**src/hw/rtl/u16550rb_pkg.sv**
```systemverilog
// Package for the 16550-style register bridge: payload structs, codes, constants.
// Used by u16550rb_div and uart_16550_register_bridge_top.
package u16550rb_pkg;

   localparam int unsigned BaudWidth   = 24;
   localparam int unsigned CsrWidth    = 24;
   localparam int unsigned DivWidth    = 16;
   localparam int unsigned RefWidth    = 17;

   localparam logic [RefWidth-1:0]  CLOCK_REF    = 17'd115200;
   localparam logic [BaudWidth-1:0] BAUD_RESET   = 24'd115200;
   localparam logic [4:0]           DATA_RESET   = 5'd8;
   localparam logic [15:0]          BREAK_MIN_MS = 16'd250;
   localparam logic [DivWidth-1:0]  DIV_SAT      = 16'hFFFF;
   localparam logic [DivWidth-1:0]  DIV_RESET    = DivWidth'(115200 / 115200);

   typedef enum logic [1:0] {
      KIND_READ  = 2'd0,
      KIND_WRITE = 2'd1,
      KIND_LINE  = 2'd2,
      KIND_BREAK = 2'd3
   } kind_type;

   typedef enum logic [1:0] {
      CSR_BAUD   = 2'd0,
      CSR_DATA   = 2'd1,
      CSR_STOP   = 2'd2,
      CSR_PARITY = 2'd3
   } csr_index_type;

   localparam logic [2:0] OFS_DATA = 3'd0;
   localparam logic [2:0] OFS_DLM  = 3'd1;
   localparam logic [2:0] OFS_LCR  = 3'd3;
   localparam logic [2:0] OFS_LSR  = 3'd5;
   localparam logic [2:0] OFS_MSR  = 3'd6;

   typedef struct packed {
      kind_type    kind;
      logic [2:0]  reg_offset;
      logic [7:0]  write_data;
      logic        rx_pending;
      logic [7:0]  rx_head;
      logic        tx_room;
      logic        host_ready;
      logic        dtr_level;
      logic        rts_level;
      logic [15:0] break_ms;
   } req_type;

   typedef struct packed {
      logic [7:0] read_data;
      logic       rx_consume;
      logic       tx_valid;
      logic [7:0] tx_byte;
   } rsp_type;

   typedef struct packed {
      logic                busy;
      logic [DivWidth-1:0] value;
   } div_status_type;

endpackage

```
**src/hw/rtl/u16550rb_div.sv**
```systemverilog
// Serial divisor unit: 115200 / baud_rate, one quotient bit per cycle, saturated.
// Depends on u16550rb_pkg.
module u16550rb_div (
   input  logic                                 clock,
   input  logic                                 reset,
   input  logic                                 start,
   input  logic [u16550rb_pkg::BaudWidth-1:0]   divisor,
   output u16550rb_pkg::div_status_type         status
);

   logic [u16550rb_pkg::BaudWidth-1:0] dvs_ff;
   logic [u16550rb_pkg::BaudWidth-1:0] rem_ff;
   logic [u16550rb_pkg::BaudWidth-1:0] rem_in;
   logic [u16550rb_pkg::RefWidth-1:0]  num_ff;
   logic [u16550rb_pkg::RefWidth-1:0]  num_in;
   logic [4:0]                         cnt_ff;
   logic                               busy_ff;
   logic [u16550rb_pkg::DivWidth-1:0]  value_ff;
   logic [u16550rb_pkg::BaudWidth:0]   trial;
   logic [u16550rb_pkg::BaudWidth:0]   diff;
   logic                               q_bit;

   always_comb begin
      trial  = {rem_ff, num_ff[u16550rb_pkg::RefWidth-1]};
      diff   = trial - {1'b0, dvs_ff};
      q_bit  = (trial >= {1'b0, dvs_ff});
      rem_in = q_bit ? diff[u16550rb_pkg::BaudWidth-1:0]
                     : trial[u16550rb_pkg::BaudWidth-1:0];
      num_in = {num_ff[u16550rb_pkg::RefWidth-2:0], q_bit};
   end

   always_ff @(posedge clock) begin
      if (reset) begin
         busy_ff  <= 1'b0;
         cnt_ff   <= '0;
         value_ff <= u16550rb_pkg::DIV_RESET;
      end else if (start) begin
         busy_ff <= 1'b1;
         cnt_ff  <= 5'(u16550rb_pkg::RefWidth - 1);
         dvs_ff  <= divisor;
         rem_ff  <= '0;
         num_ff  <= u16550rb_pkg::CLOCK_REF;
      end else if (busy_ff) begin
         rem_ff <= rem_in;
         num_ff <= num_in;
         cnt_ff <= cnt_ff - 5'd1;
         if (cnt_ff == 5'd0) begin
            busy_ff  <= 1'b0;
            value_ff <= num_in[u16550rb_pkg::RefWidth-1] ? u16550rb_pkg::DIV_SAT
                                                         : num_in[u16550rb_pkg::DivWidth-1:0];
         end
      end
   end

   assign status.busy  = busy_ff;
   assign status.value = value_ff;

endmodule

```
**src/hw/rtl/uart_16550_register_bridge_top.sv**
```systemverilog
// Top level of the 16550-style register bridge: register map, line state, result register.
// Depends on u16550rb_pkg and u16550rb_div.
//
// Each request (bus read, bus write, line-state event, break event) yields exactly one response,
// loaded into a response register in the cycle after the request is taken; a new request is
// taken every cycle while the response side keeps up and the divider is idle. After a csr
// write of baud_rate, req_ready stays low while the serial divider produces the divisor latch
// value, one quotient bit a cycle; other csr writes cost nothing. After reset the divisor for
// the reset rate is ready at once.
module uart_16550_register_bridge_top (
   input  logic                                clock,
   input  logic                                reset,
   input  logic                                req_valid,
   output logic                                req_ready,
   input  u16550rb_pkg::req_type               req_payload,
   output logic                                rsp_valid,
   input  logic                                rsp_ready,
   output u16550rb_pkg::rsp_type               rsp_payload,
   input  logic                                csr_we,
   input  u16550rb_pkg::csr_index_type         csr_index,
   input  logic [u16550rb_pkg::CsrWidth-1:0]   csr_wdata
);

   logic [4:0] data_bits_ff;
   logic [1:0] stop_code_ff;
   logic [2:0] parity_code_ff;

   logic       dlab_ff, dlab_in;
   logic [7:0] held_rx_ff, held_rx_in;
   logic       cts_bit_ff, cts_bit_in;
   logic       dsr_bit_ff, dsr_bit_in;
   logic       cts_delta_ff, cts_delta_in;
   logic       dsr_delta_ff, dsr_delta_in;
   logic       break_seen_ff, break_seen_in;

   logic                  rsp_valid_ff;
   u16550rb_pkg::rsp_type rsp_ff, rsp_in;

   u16550rb_pkg::div_status_type div_status;
   logic                         accept;
   logic [7:0]                   lcr_value;

   u16550rb_div u_div (
      .clock   (clock),
      .reset   (reset),
      .start   (csr_we && (csr_index == u16550rb_pkg::CSR_BAUD)),
      .divisor (csr_wdata[u16550rb_pkg::BaudWidth-1:0]),
      .status  (div_status)
   );

   assign req_ready = (!rsp_valid_ff || rsp_ready) && !div_status.busy;
   assign accept    = req_valid && req_ready;

   assign lcr_value = {2'b00, 2'(parity_code_ff[1:0] + 2'd3), (parity_code_ff != 3'd0),
                       (stop_code_ff != 2'd0), 2'(data_bits_ff[1:0] + 2'd3)};

   always_comb begin
      dlab_in       = dlab_ff;
      held_rx_in    = held_rx_ff;
      cts_bit_in    = cts_bit_ff;
      dsr_bit_in    = dsr_bit_ff;
      cts_delta_in  = cts_delta_ff;
      dsr_delta_in  = dsr_delta_ff;
      break_seen_in = break_seen_ff;
      rsp_in        = '0;
      case (req_payload.kind)
         u16550rb_pkg::KIND_READ: begin
            case (req_payload.reg_offset)
               u16550rb_pkg::OFS_DATA: begin
                  if (dlab_ff) begin
                     rsp_in.read_data = div_status.value[7:0];
                  end else if (req_payload.rx_pending) begin
                     held_rx_in        = req_payload.rx_head;
                     rsp_in.rx_consume = 1'b1;
                     rsp_in.read_data  = req_payload.rx_head;
                  end else begin
                     rsp_in.read_data = held_rx_ff;
                  end
               end
               u16550rb_pkg::OFS_DLM: begin
                  if (dlab_ff) begin
                     rsp_in.read_data = div_status.value[15:8];
                  end
               end
               u16550rb_pkg::OFS_LCR: begin
                  rsp_in.read_data = lcr_value;
               end
               u16550rb_pkg::OFS_LSR: begin
                  rsp_in.read_data = {2'b00, req_payload.tx_room, break_seen_ff, 3'b000,
                                      req_payload.rx_pending};
                  break_seen_in    = 1'b0;
               end
               u16550rb_pkg::OFS_MSR: begin
                  rsp_in.read_data = {2'b00, dsr_bit_ff, cts_bit_ff, 2'b00, dsr_delta_ff,
                                      cts_delta_ff};
                  cts_delta_in     = 1'b0;
                  dsr_delta_in     = 1'b0;
               end
               default: begin
                  rsp_in.read_data = 8'd0;
               end
            endcase
         end
         u16550rb_pkg::KIND_WRITE: begin
            if (req_payload.reg_offset == u16550rb_pkg::OFS_DATA) begin
               if (!dlab_ff && req_payload.host_ready && req_payload.tx_room) begin
                  rsp_in.tx_valid = 1'b1;
                  rsp_in.tx_byte  = req_payload.write_data;
               end
            end else if (req_payload.reg_offset == u16550rb_pkg::OFS_LCR) begin
               dlab_in = req_payload.write_data[7];
            end
         end
         u16550rb_pkg::KIND_LINE: begin
            if (cts_bit_ff != req_payload.rts_level) begin
               cts_delta_in = 1'b1;
            end
            if (dsr_bit_ff != req_payload.dtr_level) begin
               dsr_delta_in = 1'b1;
            end
            cts_bit_in = req_payload.rts_level;
            dsr_bit_in = req_payload.dtr_level;
         end
         default: begin
            if (req_payload.break_ms >= u16550rb_pkg::BREAK_MIN_MS) begin
               break_seen_in = 1'b1;
            end
         end
      endcase
   end

   always_ff @(posedge clock) begin
      if (reset) begin
         data_bits_ff   <= u16550rb_pkg::DATA_RESET;
         stop_code_ff   <= 2'd0;
         parity_code_ff <= 3'd0;
      end else if (csr_we) begin
         case (csr_index)
            u16550rb_pkg::CSR_DATA:   data_bits_ff   <= csr_wdata[4:0];
            u16550rb_pkg::CSR_STOP:   stop_code_ff   <= csr_wdata[1:0];
            u16550rb_pkg::CSR_PARITY: parity_code_ff <= csr_wdata[2:0];
            default: begin
            end
         endcase
      end
   end

   always_ff @(posedge clock) begin
      if (reset) begin
         dlab_ff       <= 1'b0;
         held_rx_ff    <= 8'd0;
         cts_bit_ff    <= 1'b0;
         dsr_bit_ff    <= 1'b0;
         cts_delta_ff  <= 1'b0;
         dsr_delta_ff  <= 1'b0;
         break_seen_ff <= 1'b0;
         rsp_valid_ff  <= 1'b0;
      end else if (accept) begin
         dlab_ff       <= dlab_in;
         held_rx_ff    <= held_rx_in;
         cts_bit_ff    <= cts_bit_in;
         dsr_bit_ff    <= dsr_bit_in;
         cts_delta_ff  <= cts_delta_in;
         dsr_delta_ff  <= dsr_delta_in;
         break_seen_ff <= break_seen_in;
         rsp_valid_ff  <= 1'b1;
      end else if (rsp_ready) begin
         rsp_valid_ff <= 1'b0;
      end
   end

   always_ff @(posedge clock) begin
      if (accept) begin
         rsp_ff <= rsp_in;
      end
   end

   assign rsp_valid   = rsp_valid_ff;
   assign rsp_payload = rsp_ff;

   a_no_accept_while_div_busy: assert property (@(posedge clock) disable iff (reset)
      div_status.busy |-> !req_ready)
      else $error("request accepted while divisor unit busy");

   a_consume_matches_held: assert property (@(posedge clock) disable iff (reset)
      (rsp_valid_ff && rsp_ff.rx_consume) |-> (rsp_ff.read_data == held_rx_ff))
      else $error("consumed byte differs from held receive byte");

   a_tx_excludes_read: assert property (@(posedge clock) disable iff (reset)
      (rsp_valid_ff && rsp_ff.tx_valid) |-> (!rsp_ff.rx_consume && rsp_ff.read_data == 8'd0))
      else $error("transmit transfer carries read data");

   a_delta_after_change: assert property (@(posedge clock) disable iff (reset)
      (accept && req_payload.kind == u16550rb_pkg::KIND_LINE
       && req_payload.rts_level != cts_bit_ff) |=> cts_delta_ff)
      else $error("CTS change not flagged");

endmodule

```
**config.mk**
```make
export PLATFORM = sky130hd
export DESIGN_NAME = uart_16550_register_bridge_top
export DESIGN_NICKNAME = d
export VERILOG_FILES = /design/src/hw/rtl/u16550rb_pkg.sv /design/src/hw/rtl/u16550rb_div.sv /design/src/hw/rtl/uart_16550_register_bridge_top.sv
export SDC_FILE = /design/constraint.sdc
export NUM_CORES = 1
export LEC_CHECK = 0
export BUFFER_PORTS_ARGS = -buffer_cell sky130_fd_sc_hd__clkbuf_2
export CAP_MARGIN = 20
export CORE_UTILIZATION = 45
export DETAILED_ROUTE_END_ITERATION = 16
export PLACE_DENSITY = 0.76
export SETUP_SLACK_MARGIN = 0.2
export SYNTH_ARGS = -nofsm -noshare
export SYNTH_HDL_FRONTEND = slang
export SYNTH_SLANG_ARGS = --single-unit
```
**constraint.sdc**
```tcl
create_clock -name clock -period 4.1 [get_ports clock]
set_input_delay 0.41 -clock clock [delete_from_list [all_inputs] [get_ports clock]]
set_output_delay 0.41 -clock clock [all_outputs]
set_load 0.05 [all_outputs]
```
==> flow_summary.yaml <==
worst_setup_path:
  startpoint_type: "register"
  path_delay_family: "simple AND/OR/NAND/NOR gates"
  crit_fanout: 28
  path_cells: "ha_1 -> nand4_4 -> nor4_4 -> nand4_1 -> o221ai_2 -> nor2_1 -> nand2_2 -> nand2_1 -> o31ai_1"
  endpoint: "u_div.rem_ff[18]"
  critical_path_class: "register to register"
  cp.arrival_ns: 3.18
  critPathBufInv: 0
  cp_num_cells: 9
  reg2regPathDepth: 9
  end_kind: "register"
  crit_path_start: "u_div.rem_ff[16]"
  r2r-start: "u_div.rem_ff[16]"
  worstReg2RegEnd: "u_div.rem_ff[18]"
  slowest_stage: "ha_1"
  reg2reg_slack_ns: 1.16
  slowest_delay_ns: 0.50
  required_ns: 4.34
cts:
  cts_tree: "yes"
  cts_inserted_buffers: 17
  clock_latency_ns: 0.43
  cts_buffer_depth: 2
  clk_pin_slew_ns: 0.06
  cts_sinks: 127
  post_cts_buffers: 0
  cts_max_level: 4
  cts_resized: 0
  clockRootBuffer: "clkbuf_16"
  postCtsHoldBufs: 0
synthesis:
  synth_most_common_cell: "edfxtp_1"
  syn_nets: 776
  syn_area_mm2: 0.00671
  synth_edf_count: 83
  synth_common_cells: "edfxtp_1 (83), nor2_1 (70), nand2_1 (57)"
  synth_top_family_by_area: "simple AND/OR/NAND/NOR gates"
  ys_seq_area_frac: 0.503
  netlist_top_cells_area: "edfxtp_1 (37%), dfxtp_1 (13%), ha_1 (5.6%), nor2_1 (3.9%), mux2i_1 (3.7%)"
  synth_xor_area_frac: 0.0326
  synth_top_cell_area_share: 0.372
  synthArstFlopShare: 0
  synthSimpleGateAreaFrac: 0.190
  synth_ff_type: "edfxtp_1"
  synth_warnings: 0
  synth_compound_area_frac: 0.128
  yosys.area.top_type: "edfxtp_1"
  syn_avg_cell_area_um2: 9.98
  synthAdderAreaFrac: 0.0590
  synthMuxAreaShare: 0.0407
  synth-seq-cells: 127
  yosysUniqueCellTypes: 62
  postSynthCellCount: 672
sta:
  slew_violations: 0
  tightest_slew_ns: 1.06
  slew_headroom: 0.285
  skew_ns: 0.00811
  max_freq_ghz: 0.340
  hold_violations: 0
  period_share: 0.717
  fin_crit_ns: 2.94
  setup_viol: 0
  rsz0062_at_grt: "false"
  final.setup.tns_ns: 0
  timing.final.ws_setup_ns: 1.16
global_routing:
  grt.total_usage: 0.192
  antenna_found_initial: 0
  grt.overflow.total: 0
  grt_pass1_wl_um: 22700
  grt_pass1_vias: 4733
  grt_max_degree: 44
power:
  p_per_area_mw_per_mm2: 409
  cellLeakagePower_nw: 3.22
  ir_drop_mv: 0.333
placed_design:
  dp_slack_ns: 1.21
  gp_congestion: 0.869
  dpl_cell_area_mm2: 0.00729
  portBuffers: 91
  hpwl_um: 9790
outcome:
  status: "complete, no violations"
worst_hold_path:
  min_path_type: "input port to register"
  worstHoldStart: "csr_wdata[15]"
run:
  maxCapViolCount: 0
routing:
  drtAntennaViolNets: 0
  wire_per_inst_um: 14.8
  wirelength_um: 14000
  first_iter_violations: 342
  routed_via_density: 5.40
  drcViolationCount: 0
  drt_pre_antenna_iters: 5
  num_vias: 5122
layout:
  final_cell_area_mm2: 0.00786
  area_growth_pct: 17.2
  drive_gt1_frac: 0.188
  final_nets: 855
  diodes: 0
floorplanning:
  die_y_um: 124
  boundaryPins: 93
  placementRows: 44
  fp.dieArea_mm2: 0.0154
  initial_utilization: 0.461
  core_area_mm2: 0.0145
  die_w_um: 124
-- layer usage --
metal  track usage  wire (µm)
met1         0.259       6670
met2         0.299       6550
met3        0.0440        657
met4        0.0714        168
met5             0          0
-- worst min path at each step --
| stage | to | cells after the start |
|---|---|---|
| after detailed placement | dsr_delta_ff | 2 |
| after floorplan | dsr_delta_ff | 2 |
| after CTS | u_div.dvs_ff[7] | 1 |
| after global routing | u_div.dvs_ff[12] | 1 |
| final | u_div.dvs_ff[15] | 1 |
| after global placement | dsr_delta_ff | 2 |
-- flip-flops by register name, indices dropped and copies added (netlist names), 2 cells and up --
register and count:
u_div.dvs_ff 24, parity_code_ff 3, data_bits_ff 2, u_div.num_ff 17
u_div.cnt_ff 5, u_div.value_ff 16, held_rx_ff 8, rsp_payload 18
stop_code_ff 2, u_div.rem_ff 24
-- through the flow --
stage          utilization  instances  hold WS, ns  power, mW
2_1_floorplan            -        672        0.430       1.70
3_3_place_gp         0.502        916        0.465       1.80
3_5_place_dp         0.502        916        0.482       1.80
4_1_cts              0.541        948        0.148       3.24
5_1_grt              0.541        948        0.151       3.33
6_report             0.541        948        0.158       3.22
-- worst reg2reg max path: stages (launching register included) --
cell,delay (ns)
edfxtp_1,0.39
ha_1,0.50
nand4_4,0.18
nor4_4,0.31
nand4_1,0.15
o221ai_2,0.18
nor2_1,0.08
nand2_2,0.43
nand2_1,0.22
o31ai_1,0.30
-- cell usage in the layout (no fill, tap or decap), drive strengths merged, types with 2 or more instances in the layout --
cell / instances
inv: 49
a22oi: 3
nor3: 40
buf: 5
nand2b: 9
a222oi: 4
o21a: 3
clkinv: 5
o2111ai: 2
dfxtp: 44
o211ai: 3
clkbuf: 110
a31oi: 6
edfxtp: 83
o31ai: 3
o21ai: 29
xor2: 14
ha: 30
a21oi: 42
nand2: 58
nand3b: 2
mux2: 2
and3b: 3
nor2: 70
and2: 25
nor4: 6
mux2i: 25
a21o: 11
a211oi: 6
nand4: 5
o21bai: 4
xnor2: 11
nor2b: 8
nor3b: 4
a21boi: 2
and3: 6
nand3: 15
-- area by class of cell --
cell class                      count  area, µm²
Tap cell                          184        230
Inverter                           41        154
Sequential cell                   127       3370
Clock inverter                     13       96.3
Clock buffer                       19        475
Multi-Input combinational cell    468       3040
Fill cell                        1294       6670
Timing Repair Buffer               96        493
-- power breakdown --
group          switching, mW  leakage [nW]  internal (mW)
Sequential            0.0192          1.13           1.41
Clock                  0.586         0.290          0.852
Combinational          0.218          1.80          0.131
-- kinds of logic (layout without fill, tap and decap cells) --
group,after synthesis,after routing
compound gates,129,129
simple gates,256,256
mux,27,27
fa+ha+maj,31,31
buf+inv,77,169
xor+xnor,25,25
flops,127,127
No activity file was read; power rests on OpenSTA's default activity.
